**src/rtl/dts_pkg.sv**
```systemverilog
package dts_pkg;

  typedef enum logic [2:0] {
    MODE_IDLE   = 3'd0,
    MODE_IDENT  = 3'd1,
    MODE_NUMBER = 3'd2,
    MODE_STRING = 3'd3,
    MODE_ESCAPE = 3'd4,
    MODE_COLON  = 3'd5,
    MODE_HALTED = 3'd6
  } mode_e;

  localparam logic REQ_CHAR = 1'b0;
  localparam logic REQ_END  = 1'b1;

  localparam logic [1:0] KIND_VALUE = 2'd0;
  localparam logic [1:0] KIND_END   = 2'd1;
  localparam logic [1:0] KIND_ERROR = 2'd2;

  localparam logic [2:0] CLS_KEYWORD = 3'd0;
  localparam logic [2:0] CLS_IDENT   = 3'd1;
  localparam logic [2:0] CLS_STRING  = 3'd2;
  localparam logic [2:0] CLS_INTEGER = 3'd3;
  localparam logic [2:0] CLS_OPER    = 3'd4;
  localparam logic [2:0] CLS_ASSIGN  = 3'd5;

  localparam logic [1:0] ERR_NONE     = 2'd0;
  localparam logic [1:0] ERR_QUOTE    = 2'd1;
  localparam logic [1:0] ERR_UNEXPECT = 2'd2;

  localparam logic [7:0] CH_NEWLINE   = 8'h0A;
  localparam logic [7:0] CH_QUOTE     = 8'h22;
  localparam logic [7:0] CH_BACKSLASH = 8'h5C;
  localparam logic [7:0] CH_COLON     = 8'h3A;
  localparam logic [7:0] CH_EQUAL     = 8'h3D;
  localparam logic [7:0] CH_UNDER     = 8'h5F;

  localparam int KW_NUM = 7;
  localparam logic [63:0] KW_RESET [KW_NUM] = '{
    64'd1802723700, 64'd7239026, 64'd521610294885, 64'd26217,
    64'd495740084582, 64'd1684956531, 64'd28532
  };

  localparam int MAX_RES = 3;

  typedef struct packed {
    logic [1:0] kind;
    logic [7:0] value_char;
    logic [2:0] token_class;
    logic [1:0] error_code;
  } result_t;

  typedef struct packed {
    logic [1:0]                 count;
    logic [15:0]                line;
    result_t [MAX_RES-1:0]      res;
  } bundle_t;

  typedef struct packed {
    logic    valid;
    bundle_t bundle;
  } push_t;

endpackage

```
**src/rtl/dts_in_if.sv**
```systemverilog
interface dts_in_if;
  logic       valid;
  logic       ready;
  logic       req_type;
  logic [7:0] char_code;

  modport source (output valid, output req_type, output char_code, input ready);
  modport sink (input valid, input req_type, input char_code, output ready);
endinterface

```
**src/rtl/dts_out_if.sv**
```systemverilog
interface dts_out_if;
  logic        valid;
  logic        ready;
  logic [1:0]  result_kind;
  logic [7:0]  value_char;
  logic [2:0]  token_class;
  logic [1:0]  error_code;
  logic [15:0] line_number;
  logic        last;

  modport source (output valid, output result_kind, output value_char, output token_class,
                  output error_code, output line_number, output last, input ready);
  modport sink (input valid, input result_kind, input value_char, input token_class,
                input error_code, input line_number, input last, output ready);
endinterface

```
**src/rtl/dts_front.sv**
```systemverilog
module dts_front #(
  parameter int KEYWORD_CHARS = 8,
  parameter int LINE_BITS     = 16
) (
  input  logic           clk,
  input  logic           rst,
  input  logic           cfg_we,
  input  logic [2:0]     cfg_index,
  input  logic [63:0]    cfg_data,
  dts_in_if.sink         chars,
  output dts_pkg::push_t push,
  input  logic           q_full
);
  import dts_pkg::*;

  localparam int LEN_W = $clog2(KEYWORD_CHARS + 2);

  mode_e                         mode, mode_next;
  logic [KEYWORD_CHARS-1:0][7:0] ident_buf, ident_buf_next;
  logic [LEN_W-1:0]              ident_len, ident_len_next;
  logic [LINE_BITS-1:0]          line_cnt, line_cnt_next;
  logic [63:0]                   kw [KW_NUM];

  logic        accept;
  logic        is_end;
  logic [7:0]  c;
  logic        kw_hit;
  logic [31:0] line_wide;
  logic [15:0] line_sat;
  result_t [MAX_RES-1:0] res;
  logic [1:0]  n;

  function automatic logic is_space(input logic [7:0] ch);
    return ch == 8'h20 || (ch >= 8'h09 && ch <= 8'h0D);
  endfunction

  function automatic logic is_alpha(input logic [7:0] ch);
    return (ch >= 8'h41 && ch <= 8'h5A) || (ch >= 8'h61 && ch <= 8'h7A);
  endfunction

  function automatic logic is_digit(input logic [7:0] ch);
    return ch >= 8'h30 && ch <= 8'h39;
  endfunction

  function automatic logic is_oper(input logic [7:0] ch);
    return ch == 8'h7B || ch == 8'h7D || ch == 8'h28 || ch == 8'h29 || ch == 8'h2C ||
           ch == CH_EQUAL || ch == 8'h2B || ch == 8'h2D || ch == 8'h2A || ch == 8'h2F;
  endfunction

  function automatic mode_e idle_mode(input logic [7:0] ch);
    if (is_space(ch)) return MODE_IDLE;
    else if (is_alpha(ch) || ch == CH_UNDER) return MODE_IDENT;
    else if (is_digit(ch)) return MODE_NUMBER;
    else if (ch == CH_QUOTE) return MODE_STRING;
    else if (ch == CH_COLON) return MODE_COLON;
    else if (is_oper(ch)) return MODE_IDLE;
    else return MODE_HALTED;
  endfunction

  function automatic result_t mk(input logic [1:0] kind, input logic [7:0] ch,
                                 input logic [2:0] cls, input logic [1:0] err);
    result_t r;
    r.kind        = kind;
    r.value_char  = ch;
    r.token_class = cls;
    r.error_code  = err;
    return r;
  endfunction

  assign chars.ready = !q_full;
  assign accept      = chars.valid && chars.ready;
  assign is_end      = chars.req_type == REQ_END;
  assign c           = chars.char_code;

  always_comb begin
    kw_hit = 1'b0;
    for (int i = 0; i < KW_NUM; i++) begin
      if (kw[i] != 64'd0 && kw[i] == 64'(ident_buf)) kw_hit = 1'b1;
    end
    if (ident_len > LEN_W'(KEYWORD_CHARS)) kw_hit = 1'b0;
  end

  assign line_wide = 32'(line_cnt);
  assign line_sat  = (line_wide > 32'hFFFF) ? 16'hFFFF : line_wide[15:0];

  // next scan mode
  always_comb begin
    if (is_end) begin
      mode_next = MODE_IDLE;
    end else begin
      case (mode)
        MODE_HALTED: mode_next = MODE_HALTED;
        MODE_IDENT: begin
          if (is_alpha(c) || is_digit(c) || c == CH_UNDER) mode_next = MODE_IDENT;
          else mode_next = idle_mode(c);
        end
        MODE_NUMBER: begin
          if (is_digit(c)) mode_next = MODE_NUMBER;
          else mode_next = idle_mode(c);
        end
        MODE_COLON: begin
          if (c == CH_EQUAL) mode_next = MODE_IDLE;
          else mode_next = idle_mode(c);
        end
        MODE_STRING: begin
          if (c == CH_QUOTE) mode_next = MODE_IDLE;
          else if (c == CH_BACKSLASH) mode_next = MODE_ESCAPE;
          else if (c == CH_NEWLINE) mode_next = MODE_HALTED;
          else mode_next = MODE_STRING;
        end
        MODE_ESCAPE: begin
          if (c == CH_NEWLINE) mode_next = MODE_HALTED;
          else mode_next = MODE_STRING;
        end
        default: mode_next = idle_mode(c);
      endcase
    end
  end

  // results, token buffer and line counter
  always_comb begin
    logic             do_idle;
    logic [LEN_W-1:0] base_len;
    res            = '0;
    n              = 2'd0;
    do_idle        = 1'b0;
    base_len       = '0;
    ident_buf_next = ident_buf;
    ident_len_next = ident_len;
    line_cnt_next  = line_cnt;
    if (is_end) begin
      case (mode)
        MODE_IDENT: begin
          res[n] = mk(KIND_END, 8'd0, kw_hit ? CLS_KEYWORD : CLS_IDENT, ERR_NONE);
          n = n + 2'd1;
        end
        MODE_NUMBER: begin
          res[n] = mk(KIND_END, 8'd0, CLS_INTEGER, ERR_NONE);
          n = n + 2'd1;
        end
        MODE_COLON: begin
          res[n] = mk(KIND_END, 8'd0, CLS_OPER, ERR_NONE);
          n = n + 2'd1;
        end
        MODE_STRING, MODE_ESCAPE: begin
          res[n] = mk(KIND_ERROR, 8'd0, 3'd0, ERR_QUOTE);
          n = n + 2'd1;
        end
        default: ;
      endcase
      ident_buf_next = '0;
      ident_len_next = '0;
      line_cnt_next  = LINE_BITS'(1);
    end else begin
      case (mode)
        MODE_HALTED: ;
        MODE_IDENT: begin
          if (is_alpha(c) || is_digit(c) || c == CH_UNDER) begin
            for (int i = 0; i < KEYWORD_CHARS; i++) begin
              if (ident_len == LEN_W'(i)) ident_buf_next[i] = c;
            end
            if (ident_len <= LEN_W'(KEYWORD_CHARS)) ident_len_next = ident_len + 1'b1;
            res[n] = mk(KIND_VALUE, c, 3'd0, ERR_NONE);
            n = n + 2'd1;
          end else begin
            res[n] = mk(KIND_END, 8'd0, kw_hit ? CLS_KEYWORD : CLS_IDENT, ERR_NONE);
            n = n + 2'd1;
            ident_buf_next = '0;
            ident_len_next = '0;
            do_idle = 1'b1;
          end
        end
        MODE_NUMBER: begin
          if (is_digit(c)) begin
            res[n] = mk(KIND_VALUE, c, 3'd0, ERR_NONE);
            n = n + 2'd1;
          end else begin
            res[n] = mk(KIND_END, 8'd0, CLS_INTEGER, ERR_NONE);
            n = n + 2'd1;
            do_idle = 1'b1;
          end
        end
        MODE_COLON: begin
          if (c == CH_EQUAL) begin
            res[n] = mk(KIND_VALUE, c, 3'd0, ERR_NONE);
            n = n + 2'd1;
            res[n] = mk(KIND_END, 8'd0, CLS_ASSIGN, ERR_NONE);
            n = n + 2'd1;
          end else begin
            res[n] = mk(KIND_END, 8'd0, CLS_OPER, ERR_NONE);
            n = n + 2'd1;
            do_idle = 1'b1;
          end
        end
        MODE_STRING: begin
          if (c == CH_QUOTE) begin
            res[n] = mk(KIND_END, 8'd0, CLS_STRING, ERR_NONE);
            n = n + 2'd1;
          end else if (c == CH_NEWLINE) begin
            res[n] = mk(KIND_ERROR, 8'd0, 3'd0, ERR_QUOTE);
            n = n + 2'd1;
          end else if (c != CH_BACKSLASH) begin
            res[n] = mk(KIND_VALUE, c, 3'd0, ERR_NONE);
            n = n + 2'd1;
          end
        end
        MODE_ESCAPE: begin
          if (c == CH_NEWLINE) res[n] = mk(KIND_ERROR, 8'd0, 3'd0, ERR_QUOTE);
          else res[n] = mk(KIND_VALUE, c, 3'd0, ERR_NONE);
          n = n + 2'd1;
        end
        default: do_idle = 1'b1;
      endcase

      if (do_idle) begin
        if (is_space(c)) begin
          if (c == CH_NEWLINE && line_cnt != '1) line_cnt_next = line_cnt + 1'b1;
        end else if (is_alpha(c) || c == CH_UNDER) begin
          ident_buf_next = '0;
          for (int i = 0; i < KEYWORD_CHARS; i++) begin
            if (base_len == LEN_W'(i)) ident_buf_next[i] = c;
          end
          ident_len_next = base_len + 1'b1;
          res[n] = mk(KIND_VALUE, c, 3'd0, ERR_NONE);
          n = n + 2'd1;
        end else if (is_digit(c) || c == CH_COLON) begin
          res[n] = mk(KIND_VALUE, c, 3'd0, ERR_NONE);
          n = n + 2'd1;
        end else if (is_oper(c)) begin
          res[n] = mk(KIND_VALUE, c, 3'd0, ERR_NONE);
          n = n + 2'd1;
          res[n] = mk(KIND_END, 8'd0, CLS_OPER, ERR_NONE);
          n = n + 2'd1;
        end else if (c != CH_QUOTE) begin
          res[n] = mk(KIND_ERROR, 8'd0, 3'd0, ERR_UNEXPECT);
          n = n + 2'd1;
        end
      end
    end
  end

  always_comb begin
    push.valid        = accept && n != 2'd0;
    push.bundle.count = n;
    push.bundle.line  = line_sat;
    push.bundle.res   = res;
  end

  always_ff @(posedge clk) begin
    if (rst) begin
      mode      <= MODE_IDLE;
      ident_buf <= '0;
      ident_len <= '0;
      line_cnt  <= LINE_BITS'(1);
      for (int i = 0; i < KW_NUM; i++) kw[i] <= KW_RESET[i];
    end else begin
      if (accept) begin
        mode      <= mode_next;
        ident_buf <= ident_buf_next;
        ident_len <= ident_len_next;
        line_cnt  <= line_cnt_next;
      end
      if (cfg_we && cfg_index < 3'(KW_NUM)) kw[cfg_index] <= cfg_data;
    end
  end

endmodule

```
**src/rtl/dts_queue.sv**
```systemverilog
module dts_queue (
  input  logic             clk,
  input  logic             rst,
  input  dts_pkg::push_t   push,
  output logic             full,
  input  logic             pop,
  output dts_pkg::bundle_t head,
  output logic             empty
);
  import dts_pkg::*;

  bundle_t    mem [2];
  logic       wr_ptr;
  logic       rd_ptr;
  logic [1:0] cnt;

  assign full  = cnt == 2'd2;
  assign empty = cnt == 2'd0;
  assign head  = mem[rd_ptr];

  always_ff @(posedge clk) begin
    if (push.valid) mem[wr_ptr] <= push.bundle;
  end

  always_ff @(posedge clk) begin
    if (rst) begin
      wr_ptr <= 1'b0;
      rd_ptr <= 1'b0;
      cnt    <= 2'd0;
    end else begin
      if (push.valid) wr_ptr <= !wr_ptr;
      if (pop) rd_ptr <= !rd_ptr;
      case ({push.valid, pop})
        2'b10:   cnt <= cnt + 2'd1;
        2'b01:   cnt <= cnt - 2'd1;
        default: cnt <= cnt;
      endcase
    end
  end

endmodule

```
**src/rtl/dts_back.sv**
```systemverilog
module dts_back (
  input  logic             clk,
  input  logic             rst,
  input  dts_pkg::bundle_t head,
  input  logic             q_empty,
  output logic             pop,
  dts_out_if.source        tokens
);
  import dts_pkg::*;

  bundle_t    cur;
  logic       cur_valid;
  logic [1:0] idx;
  logic       is_last;
  logic       advance;
  result_t    sel;

  assign is_last = idx == cur.count - 2'd1;
  assign advance = !cur_valid || (tokens.ready && is_last);
  assign pop     = advance && !q_empty;
  assign sel     = cur.res[idx];

  assign tokens.valid       = cur_valid;
  assign tokens.result_kind = sel.kind;
  assign tokens.value_char  = sel.value_char;
  assign tokens.token_class = sel.token_class;
  assign tokens.error_code  = sel.error_code;
  assign tokens.line_number = cur.line;
  assign tokens.last        = is_last;

  always_ff @(posedge clk) begin
    if (pop) cur <= head;
  end

  always_ff @(posedge clk) begin
    if (rst) begin
      cur_valid <= 1'b0;
      idx       <= 2'd0;
    end else if (advance) begin
      cur_valid <= !q_empty;
      idx       <= 2'd0;
    end else if (tokens.ready) begin
      idx <= idx + 2'd1;
    end
  end

endmodule

```
**src/rtl/dsl_token_scanner_core.sv**
```systemverilog
// results are registered in the queue, then in the sequencer's register
// throughput: one character per cycle while tokens.ready holds and each
//   gives at most one result; a character with k results takes k transfers,
//   a 2-entry queue between scanner and sequencer absorbs the difference
// reset: scan mode idle, line 1, keyword registers to their defaults, queue empty
module dsl_token_scanner_core #(
  parameter int KEYWORD_CHARS = 8,
  parameter int LINE_BITS     = 16
) (
  input  logic        clk,
  input  logic        rst,
  input  logic        cfg_we,
  input  logic [2:0]  cfg_index,
  input  logic [63:0] cfg_data,
  dts_in_if.sink      chars,
  dts_out_if.source   tokens
);
  import dts_pkg::*;

  push_t   push;
  bundle_t head;
  logic    q_full;
  logic    q_empty;
  logic    pop;

  dts_front #(
    .KEYWORD_CHARS (KEYWORD_CHARS),
    .LINE_BITS     (LINE_BITS)
  ) u_front (
    .clk       (clk),
    .rst       (rst),
    .cfg_we    (cfg_we),
    .cfg_index (cfg_index),
    .cfg_data  (cfg_data),
    .chars     (chars),
    .push      (push),
    .q_full    (q_full)
  );

  dts_queue u_queue (
    .clk   (clk),
    .rst   (rst),
    .push  (push),
    .full  (q_full),
    .pop   (pop),
    .head  (head),
    .empty (q_empty)
  );

  dts_back u_back (
    .clk     (clk),
    .rst     (rst),
    .head    (head),
    .q_empty (q_empty),
    .pop     (pop),
    .tokens  (tokens)
  );

endmodule
```
**src/flat_wrapper.sv**
```systemverilog
// flat-port wrapper written by rule: the top's interface ports become plain ports
module dsl_token_scanner_core_flat import dts_pkg::*;
#(
  parameter int KEYWORD_CHARS = 8,
  parameter int LINE_BITS     = 16
)
  (clk, rst, cfg_we, cfg_index, cfg_data, chars_valid, chars_req_type, chars_char_code, chars_ready, tokens_valid, tokens_result_kind, tokens_value_char, tokens_token_class, tokens_error_code, tokens_line_number, tokens_last, tokens_ready);
  dts_in_if chars_i ();
  dts_out_if tokens_i ();
  input  logic clk;
  input  logic rst;
  input  logic cfg_we;
  input  logic [2:0] cfg_index;
  input  logic [63:0] cfg_data;
  input wire logic [$bits(chars_i.valid)-1:0] chars_valid;
  input wire logic [$bits(chars_i.req_type)-1:0] chars_req_type;
  input wire logic [$bits(chars_i.char_code)-1:0] chars_char_code;
  output wire logic [$bits(chars_i.ready)-1:0] chars_ready;
  output wire logic [$bits(tokens_i.valid)-1:0] tokens_valid;
  output wire logic [$bits(tokens_i.result_kind)-1:0] tokens_result_kind;
  output wire logic [$bits(tokens_i.value_char)-1:0] tokens_value_char;
  output wire logic [$bits(tokens_i.token_class)-1:0] tokens_token_class;
  output wire logic [$bits(tokens_i.error_code)-1:0] tokens_error_code;
  output wire logic [$bits(tokens_i.line_number)-1:0] tokens_line_number;
  output wire logic [$bits(tokens_i.last)-1:0] tokens_last;
  input wire logic [$bits(tokens_i.ready)-1:0] tokens_ready;
  assign chars_i.valid = chars_valid;
  assign chars_i.req_type = chars_req_type;
  assign chars_i.char_code = chars_char_code;
  assign chars_ready = chars_i.ready;
  assign tokens_valid = tokens_i.valid;
  assign tokens_result_kind = tokens_i.result_kind;
  assign tokens_value_char = tokens_i.value_char;
  assign tokens_token_class = tokens_i.token_class;
  assign tokens_error_code = tokens_i.error_code;
  assign tokens_line_number = tokens_i.line_number;
  assign tokens_last = tokens_i.last;
  assign tokens_i.ready = tokens_ready;
  dsl_token_scanner_core #(.KEYWORD_CHARS(KEYWORD_CHARS), .LINE_BITS(LINE_BITS)) u_core (.clk(clk), .rst(rst), .cfg_we(cfg_we), .cfg_index(cfg_index), .cfg_data(cfg_data), .chars(chars_i), .tokens(tokens_i));
endmodule
```
**config.mk**
```make
export PLATFORM = sky130hd
export DESIGN_NAME = dsl_token_scanner_core_flat
export DESIGN_NICKNAME = d
export VERILOG_FILES = /design/src/rtl/dts_pkg.sv /design/src/rtl/dts_in_if.sv /design/src/rtl/dts_out_if.sv /design/src/rtl/dts_front.sv /design/src/rtl/dts_queue.sv /design/src/rtl/dts_back.sv /design/src/rtl/dsl_token_scanner_core.sv /design/src/flat_wrapper.sv
export SDC_FILE = /design/constraint.sdc
export NUM_CORES = 1
export LEC_CHECK = 0
export BUFFER_PORTS_ARGS = -buffer_cell sky130_fd_sc_hd__buf_2
export CORE_UTILIZATION = 52
export DETAILED_ROUTE_END_ITERATION = 10
export PLACE_DENSITY = 0.66
export SYNTH_ARGS = -nofsm -noshare
export SYNTH_HDL_FRONTEND = slang
export SYNTH_HIERARCHICAL = 1
export SYNTH_SLANG_ARGS = --single-unit
export TNS_END_PERCENT = 5
```
**constraint.sdc**
```tcl
create_clock -name clk -period 9 [get_ports clk]
set_input_delay 0.9 -clock clk [delete_from_list [all_inputs] [get_ports clk]]
set_output_delay 0.9 -clock clk [all_outputs]
set_load 0.1 [all_outputs]
```
### Word-level counts from Yosys, hierarchy flattened

Memories as Yosys holds them, arrays and structs flattened. A register that Yosys moved wholly into a read port is not among the register bits.
Index checks and enable logic that the tools add are counted.

| storage, ports and cells | value |
|---|---|
| flip-flop bits (word level) | 94 |
| bits in latches | 0 |
| memory bits (writable) | 574 |
| memory bits (read-only) | 0 |
| bits of input ports | 81 |
| word-level logic and storage cells | 262 |
| memories | 2 |

| cells by class | value |
|---|---|
| add/sub/neg operators | 8 |
| multiply operators | 0 |
| divide/modulo/power cells | 0 |
| order comparisons | 17 |
| equal/unequal tests | 43 |
| shifts and indexed selects | 0 |
| mux-type cells | 109 |
| bitwise gates (word level) | 6 |
| reduce and logical (&&, ||, !) cells | 61 |

Memories:

| memory | words | width | rd ports | clocked after memory_dff | wr ports | line | text |
|---|---|---|---|---|---|---|---|
| u_core.u_front.kw | 7 | 64 | 7 | 0 | 7 | dts_front.sv:22 | `logic [63:0] kw [KW_NUM];` |
| u_core.u_queue.mem | 2 | 63 | 1 | 1 | 1 | dts_queue.sv:12 | `bundle_t mem [2];` |

Operators by type and width:

| cell | count |
|---|---|
| == test 64 bit | 7 |
| 2-to-1 mux 64 bit | 7 |
| nonzero test 64 bit | 7 |
| 2-to-1 mux 45 bit | 6 |
| 2-to-1 mux 15 bit | 10 |
| == test 8 x 6 -> 1 bit (second input constant) | 11 |
| 2-to-1 mux 16 bit | 5 |
| NOT 39 bit | 2 |
| one-hot mux 15 bit (5 select lines) | 1 |
| 2-to-1 mux 8 bit | 8 |
| OR reduction 64 bit | 1 |
| demux 15 bit (select 2 bit) | 2 |
| one-hot mux 15 bit (4 select lines) | 1 |
| 2-to-1 mux 14 bit | 4 |
| 2-to-1 mux 3 bit | 16 |
| bitwise mux 45 bit | 1 |
| bitwise AND 26 x 39 -> 39 bit | 1 |
| bitwise AND 39 bit | 1 |
| == test 8 x 7 -> 1 bit (second input constant) | 4 |
| binary-select mux 15 bit (select 2 bit) | 1 |
| 2-to-1 mux 30 bit | 1 |
| 2-to-1 mux 4 bit | 7 |
| 2-to-1 mux 1 bit | 25 |
| logical AND 1 bit | 19 |
| other kinds (46) | 96 |

### Depth between registers and ports, before layout

Gate-level depths: netlist of the first run.
An unclocked memory read counts as a cell.

| logic depth | value |
|---|---|
| depth in word-level cells | 23 |
| gate-level depth with buffers | 15 |
| depth with buffers taken out | 14 |

### Cells and area by module

The synthesis of the first run kept the hierarchy.

By module, submodules not included:

| module | times used | cells each | area an instance (um2) | sequential area each (um2) |
|---|---|---|---|---|
| dts_front | 1 | 2556 | 26779.4 | 14554.0 |
| dts_queue | 1 | 218 | 4733.3 | 3883.7 |
| dts_back | 1 | 150 | 2544.9 | 1951.9 |

### Worst setup path before layout of the first run

Ideal clock, no wire load.

| timing | value |
|---|---|
| kind | input port to flip-flop |
| start | input chars_char_code[6] |
| end | memory u_core/u_queue/mem[0][0] in the netlist's numbering, enable pin |
| arrival | 5.908 ns |
| required time | 8.516 ns |
| slack | 2.607 ns |
| stages on the path | 9 |
| buffers on the path | 1 |
| cell sequence | buf_2 -> nand4bb_1 -> nor4_1 -> ha_1 -> o21ai_0 -> a21oi_1 -> a221oi_1 -> inv_1 -> nor2_1 |

RTL lines:

| what | line | text |
|---|---|---|
| start: declaration | flat_wrapper.sv:17 | `input wire logic [$bits(chars_i.char_code)-1:0] chars_char_code;` |
| end: declaration | dts_queue.sv:12 |  |

==> impl_results.md, run 1 <==
* Leak at 12.2 nW
* RSZ-0062 raised after global routing: no
* Hold_sp: u_core/u_front/line_cnt[15]$_SDFFE_PP0P_
* Gr ovfl total at 0
* Residual DRC at 0
* Num ports at 115
* Sequential share of the synthesized area at 59.9%
* Crit path kind: in2reg
* Clk pin slew, worst setup/hold paths at 0.06 ns
* Main combinational cell family by area after synthesis: simple AND/OR/NAND/NOR gates
* #FFs+latches synth at 732
* Chip Height at 258 µm
* Post-synthesis simple-gate area fraction at 16.1%
* CTS tree: built
* Setup violators final at 0
* PortBufs at 114
* Dpl hpwl at 87.9 mm
* Crit path max fanout at 44
* Worst Path Buf+Inv at 3
* Post-route cell area at 37700 µm²
* Fin crit share at 53.6%
* Post-route ant nets at 0
* Power density cells at 238 nW/µm²
* Peak VDD IR at 0.000215 V
* DR iter-0 viols at 3208
* Tot Pwr at 0.00899 W
* Placed Cells at 3726
* Status: completed
* DR pass1 iterations at 5
* Startpoint type of the worst setup path: primary input
* Routed len/inst at 31.1 µm
* Crit path arrival time at 5.09 ns
* Max-slew violations at 0
* Synth Instances at 2924
* MaxCap Viol Count at 0
* Synth area leader: edfxtp_1
* Final Wtd Congestion at 1.05
* Avg Cell Area, Syn at 11.6 µm²
* N_diodes at 0
* Yosys warns at 6
* Crit path max-delay family: simple AND/OR/NAND/NOR gates
* CP max stage delay at 0.63 ns
* Synth area leaders: edfxtp_1, xnor2_1, dfxtp_1
* Final nets at 3043
* Adder-cell share of the synthesized area at 0.404%
* Compound-Gate Fraction of Synth Area at 5.44%
* Post-CTS sizing at 0
* First-pass GRT wire length at 169 mm
* Asr flop ratio synth at 0%
* Tightest Pin Transition at 1.25 ns
* Setup bufs post-CTS at 0
* EDFF count, synth at 573
* Deepest clock path buffer count at 3
* Number of vias per cell at 6.27
* Fillcell total at 5417
* Post-synthesis mux area share at 2.56%
* Final wirelength at 120 mm
* Hold_buf cts at 0
* Mapped Area at 34100 µm²
* Worst Setup SP: chars_char_code[5]
* Synth cell types at 80
* Layout cells sized above 1 at 12.5%
* Dpl cell area at 35100 µm²
* Max Freq at 207 MHz
* Crit-path slowest cell: buf_4
* Layout Skew at 0.0171 ns
* H-tree depth at 3
* Pin count of the biggest net entering global routing at 66
* Vias at 24273
* Final hold vios at 0
* Antenna violations before repair at 0
* Synth Flop Type: edfxtp_1
* Die area at 66500 µm²
* Slew HR at 16.3%
* Clk root buf: clkbuf_16
* Area Growth Syn to Fin at 10.7%
* Starting density of the core at 52.7%
* HP Class: reg2reg
* Synth top area share at 50.5%
* Vias in the first global route at 23244
* GRT Overall Usage at 35.9%
* Layout Cells excl Fill at 3869
* Final TNS setup at 0 ns
* Final core occ at 58.4%
* Die Span X at 258 µm
* Worst EP required at 9.27 ns
* R2r startpoint: u_core/u_front/mode[0]$_SDFFE_PP0P_
* Critical path endpoint category: flip-flop
* Min cycle time layout at 4.82 ns
* Total CTS buffers at 78
* Xor-xnor portion of the synthesized cell area at 12.0%
* CTS sink cnt at 732
* Clock latency on the worst-skew pair at 0.64 ns
* Crit-path cells: buf_2 > nor4b_1 > nand3b_1 > nand4_1 > nand2_1 > ha_1 > o21ai_0 > a21oi_1 > a221oi_1 > inv_1 > nor2_4 > buf_4
* Rows at 93
* Core ar. at 64600 µm²
-- placed cells by master (no fill, tap or decap), types with 15 or more instances in the layout --
| cell type | count |
|---|---|
| a21oi_1 | 112 |
| a22o_1 | 26 |
| and2_1 | 122 |
| buf_2 | 113 |
| buf_4 | 35 |
| clkbuf_16 | 82 |
| clkinv_2 | 22 |
| dfxtp_1 | 158 |
| edfxtp_1 | 573 |
| inv_1 | 80 |
| mux2_2 | 63 |
| mux2i_1 | 15 |
| nand2_1 | 187 |
| nand2b_1 | 36 |
| nand3_1 | 15 |
| nand4_1 | 154 |
| nor2_1 | 309 |
| nor3_1 | 24 |
| nor4_1 | 151 |
| o21ai_0 | 38 |
| o221ai_1 | 29 |
| xnor2_1 | 452 |
-- routing by layer --
layer / vias up / share of wire (%) / global-route usage [%]
met1: 11927 / 37 / 45.9
met2: 1532 / 45 / 55.8
li1: 10471 / - / -
met3: 343 / 11 / 8.43
met5: - / 0 / 0
met4: 0 / 6.9 / 21.4
-- worst paths after layout --
kind | to | slack (ns) | depth (start not counted)
setup / recovery | u_core/u_queue/mem[0][33]$_DFFE_PP_ | 4.18 | 12
hold / removal | u_core/u_queue/mem[1][60]$_DFFE_PP_ | 0.50 | 0
setup reg to reg | u_core/u_queue/mem[0][33]$_DFFE_PP_ | 4.55 | 10
hold reg to reg | u_core/u_queue/mem[1][60]$_DFFE_PP_ | 0.50 | 0
-- cell type report --
type / count / area [µm²] / share of cell area [%]
Inverter: 81 / 304 / 0.807
Clock buffer: 103 / 2200 / 5.84
Clock inverter: 40 / 395 / 1.05
Multi-Input combinational cell: 1910 / 12500 / 33.2
Timing Repair Buffer: 148 / 828 / 2.20
Tap cell: 855 / 1070 / 2.84
Sequential cell: 732 / 20400 / 54.1
-- synth_stat cells (33+ instances only) --
| library cell | instances |
|---|---|
| nand4_1 | 154 |
| edfxtp_1 | 573 |
| nand2_1 | 188 |
| nor4_1 | 153 |
| nand2b_1 | 38 |
| buf_4 | 33 |
| nor2_1 | 310 |
| a21oi_1 | 112 |
| mux2_2 | 63 |
| and2_1 | 123 |
| xnor2_1 | 452 |
| clkbuf_1 | 138 |
| inv_1 | 80 |
| dfxtp_1 | 159 |
| o21ai_0 | 38 |
-- through the flow --
stage	setup slack [ns]	hold WS (ns)
after global placement	3.55	0.469
after floorplan	2.61	0.449
after global routing	3.87	0.518
after CTS	4.27	0.500
after detailed placement	3.60	0.485
final	4.18	0.505
-- state kept, by name, summed over array words and instances (netlist names), 3 cells and up, named ones only --
register                          cells
u_core/u_queue/mem                  126
u_core/u_front/ident_len              4
u_core/u_front/ident_buf             64
u_core/u_back/tokens.line_number     16
u_core/u_front/line_cnt              16
u_core/u_front/kw                   448
u_core/u_back/cur                    47
u_core/u_front/mode                   3
-- cell families after synthesis --
| logic type | count (synthesis) |
|---|---|
| AO/OA/AOI/OAI | 281 |
| AND/OR/NAND/NOR | 1068 |
| flip-flops | 732 |
| buffers and inverters | 288 |
| multiplexers | 79 |
| adder cells (fa/ha/maj) | 11 |
| other | 1 |
| XOR/XNOR | 464 |
-- report_power, final --
part	internal, W	switching [W]
sequential	0.00407	0.000186
clock	0.00184	0.00140
combinational	0.000384	0.00111
Note: power is estimated with default switching activity, not from simulation.
==> run 2: changes to the inputs <==
--- a/config.mk
+++ b/config.mk
@@ -5,10 +5,11 @@
 export SDC_FILE = /design/constraint.sdc
 export NUM_CORES = 1
 export LEC_CHECK = 0
+export ABC_AREA = 1
 export BUFFER_PORTS_ARGS = -buffer_cell sky130_fd_sc_hd__buf_2
 export CORE_UTILIZATION = 52
 export DETAILED_ROUTE_END_ITERATION = 10
-export PLACE_DENSITY = 0.66
+export PLACE_DENSITY = 0.65
 export SYNTH_ARGS = -nofsm -noshare
 export SYNTH_HDL_FRONTEND = slang
 export SYNTH_HIERARCHICAL = 1
==> constraint.sdc (replaced) <==
create_clock -name clk -period 4.8 [get_ports clk]
set_input_delay 0.48 -clock clk [delete_from_list [all_inputs] [get_ports clk]]
set_output_delay 0.48 -clock clk [all_outputs]
set_load 0.1 [all_outputs]
==> run 2 against run 1 <==
Via count is 29% higher. Hold slack got worse by 0.38 ns. Core utilization is 0.32 points lower. Area after synthesis is 11% higher. Clock power up 94%. Sequential share of layout area is 5.0 points lower. Die area rose by 11%. Clock skew is 0.019 ns higher. Critical path depth is 7 higher. Synthesized cell count is 50% higher. Worst setup slack worse by 2.9 ns. Critical path type is now reg2reg. Non-clock buffer count rose by 15.
==> impl_results.md, run 2 <==
* Slew HR at 22.4% (+6.0 points)
* Die area at 73600 µm² (+11%)
* Startpoint type of the worst setup path: flip-flop
* Synth top area share at 45.6% (-4.9 points)
* Synth Instances at 4380 (+50%)
* Total CTS buffers at 79 (+1.3%)
* Critical path endpoint category: flip-flop
* Clk root buf: clkbuf_16
* Synth Flop Type: edfxtp_1
* Crit path max fanout at 59 (+34%)
* Rows at 98 (+5.4%)
* HP Class: in2reg
* Asr flop ratio synth at 0% (unchanged)
* Crit path arrival time at 3.83 ns (-1.26 ns)
* R2R setup slack at 1.27 ns (-3.28 ns)
* Setup bufs post-CTS at 0 (unchanged)
* Crit-path slowest cell: nand2_1
* Crit path max-delay family: simple AND/OR/NAND/NOR gates
* Most frequent cell after synthesis: nand2_1
* R2r startpoint: u_core/u_front/mode[1]$_SDFFE_PP0P_
* Clock latency on the worst-skew pair at 0.66 ns (+0.02 ns)
* Routed len/inst at 26.5 µm (-15%)
* Die Span X at 271 µm (+5.2%)
* Setup violators final at 0 (unchanged)
* Post-CTS sizing at 0 (unchanged)
* Final core occ at 58.0% (-0.32 points)
* Clk pin slew, worst setup/hold paths at 0.06 ns (about the same)
* Synth cell count leaders: nand2_1, nor2_1, edfxtp_1
* Power density cells at 436 nW/µm² (+83%)
* Max-slew violations at 0 (unchanged)
* Max Freq at 283 MHz
* Chip Height at 271 µm (+5.2%)
* CTS sink cnt at 732 (unchanged)
* Avg Cell Area, Syn at 8.61 µm² (-26%)
* Pin count of the biggest net entering global routing at 72 (+9.1%)
* #FFs+latches synth at 732 (unchanged)
* RSZ-0062 raised after global routing: no
* Crit-path cells: nor2_1 > nand2_1 > nand2_1 > inv_1 > nand2_1 > inv_1 > nand3_1 > a21oi_1 > ha_1 > nor2_1 > o21ai_0 > nand2_1 > nand2_1 > nand3_1 > nand2_1 > inv_1 > inv_1 > nor2_4 > buf_12
* Vias in the first global route at 28967 (+25%)
* Starting density of the core at 52.7% (-0.081 points)
* Final TNS setup at 0 ns (unchanged)
* Leading cell type in the layout, fill and taps excluded: nand2_1
* Worst Path Buf+Inv at 5 (+2)
* CTS tree: built
* Number of vias per cell at 5.75 (-8.3%)
* Status: completed
* Reg2reg end: u_core/u_queue/mem[0][42]$_DFFE_PP_
* Hold Crit Depth at 3 (+3)
* Synth cell types at 52 (-35%)
* Number of flip-flops in the largest register at 448 (unchanged)
* Peak VDD IR at 0.000812 V (+280%)
* Synth area leaders: edfxtp_1, nand2_1, nor2_1
* Final Wtd Congestion at 1.07 (+2.7%)
* DR pass1 iterations at 8 (+3)
* Final hold vios at 0 (unchanged)
* Mapped Area at 37700 µm² (+11%)
* Core ar. at 71600 µm² (+11%)
* Min cycle time layout at 3.53 ns
* Gr ovfl total at 0 (unchanged)
* First-pass GRT wire length at 204 mm (+21%)
* Tightest Pin Transition at 1.16 ns (-0.0907 ns)
* H-tree depth at 3 (unchanged)
* Worst EP required at 5.10 ns (-4.17 ns)
* Critical path depth at 19 (+7)
* FF-to-FF path depth at 19 (+9)
* Hold_buf cts at 0 (unchanged)
* Final wirelength at 144 mm (+20%)
* Vias at 31292 (+29%)
* Most frequent cells in the layout: nand2_1, nor2_1, edfxtp_1
* Crit path top cell by count: nand2_1
* Post-route ant nets at 0 (unchanged)
* EDFF count, synth at 573 (unchanged)
* Setup crit end: u_core/u_queue/mem[0][42]$_DFFE_PP_
* Final nets at 4512 (+48%)
* DR iter-0 viols at 4503 (+40%)
* Fin crit share at 73.5%
* Largest registers: u_core/u_front/kw x448, u_core/u_queue/mem x126, u_core/u_front/ident_buf x64
* Worst Setup SP: u_core/u_front/mode[1]$_SDFFE_PP0P_
* Sequential share of the synthesized area at 54.1% (-5.8 points)
* Crit path kind: reg2reg
* CP max stage delay at 0.43 ns (-0.20 ns)
* Synth area leader: edfxtp_1
* GRT Overall Usage at 38.9% (+3.0 points)
* Num ports at 115 (unchanged)
* Antenna violations before repair at 1 (+1)
* Layout Skew at 0.0359 ns (+0.0188 ns)
* PortBufs at 114 (unchanged)
* Most flops, register: u_core/u_front/kw
* Deepest clock path buffer count at 3 (unchanged)
* Residual DRC at 0 (unchanged)
* Hold slack at 0.125 ns (-0.379 ns)
* Layout cells sized above 1 at 10.7% (-1.8 points)
* Dpl hpwl at 108 mm (+23%)
* MaxCap Viol Count at 0 (unchanged)
* Yosys warns at 6 (unchanged)
* Area Growth Syn to Fin at 10.2%
* Leak at 16.1 nW (+32%)
run 2: stage by stage:
| step | area [µm²] | setup WS (ns) | cells | total power, W |
|---|---|---|---|---|
| floorplan | 37700 | -0.271 | 4386 | 0.0111 |
| CTS | 41600 | 1.28 | 5434 | 0.0181 |
| finish | 41600 | 1.27 | 5439 | 0.0181 |
| global placement | 38900 | 1.23 | 5289 | 0.0119 |
| detailed placement | 38900 | 1.22 | 5289 | 0.0119 |
| global route | 41600 | 0.942 | 5434 | 0.0187 |
run 2: power breakdown:
group	internal, W	leakage [nW]	switching, W	total, W
combinational	0.000979	8.00	0.00262	0.00360
clock	0.00364	1.29	0.00264	0.00628
sequential	0.00773	6.80	0.000519	0.00825
run 2: routing by layer:
layer	GRT usage, %	part of all wire, %	wire, µm
met1	47.3	36	51900
met2	60.2	44	64000
met3	9.96	11	16200
met4	28.1	8.5	12200
met5	0	0	0
run 2: how the worst min path moves through the flow:
stage                                                  start                                      to  slack, ns
finish                                          cfg_data[26]  u_core/u_front/kw[4][26]$_SDFFCE_PN1P_       0.13
global route                                    cfg_data[26]  u_core/u_front/kw[4][26]$_SDFFCE_PN1P_       0.12
CTS                                              cfg_data[2]   u_core/u_front/kw[4][2]$_SDFFCE_PN1P_       0.11
detailed placement  u_core/u_front/line_cnt[15]$_SDFFE_PP0P_     u_core/u_queue/mem[0][60]$_DFFE_PP_       0.44
global placement    u_core/u_front/line_cnt[15]$_SDFFE_PP0P_     u_core/u_queue/mem[0][60]$_DFFE_PP_       0.43
floorplan           u_core/u_front/line_cnt[15]$_SDFFE_PP0P_     u_core/u_queue/mem[0][60]$_DFFE_PP_       0.43
run 2: final cells by class:
cell class	instances	area [µm²]
Tap cell	950	1190
Fill cell	6543	30000
Clock inverter	50	576
Timing Repair Buffer	163	1020
Antenna cell	5	12.5
Clock buffer	95	2070
Inverter	458	1730
Multi-Input combinational cell	2986	14600
Sequential cell	732	20400
run 2: worst register-to-register path, stage by stage, from the launching register on:
cell and delay, ns:
dfxtp_1 0.41, nor2_1 0.09, nand2_1 0.43, nand2_1 0.17, inv_1 0.08, nand2_1 0.07, inv_1 0.06, nand3_1 0.05
a21oi_1 0.30, ha_1 0.30, nor2_1 0.09, o21ai_0 0.10, nand2_1 0.09, nand2_1 0.07, nand3_1 0.09, nand2_1 0.05
inv_1 0.09, inv_1 0.08, nor2_4 0.18, buf_12 0.32
run 2: kinds of logic (layout without fill, tap and decap cells):
logic type / Yosys count / in the layout / synth area share [%]
simple gates: 2213 / 2213 / 23.7
flops: 732 / 732 / 54.1
buf+inv: 668 / 766 / 7.52
compound gates: 504 / 504 / 7.50
xor+xnor: 187 / 187 / 4.34
mux: 64 / 64 / 2.51
fa+ha+maj: 11 / 11 / 0.365
other cells: 1 / 12 / 0.00995
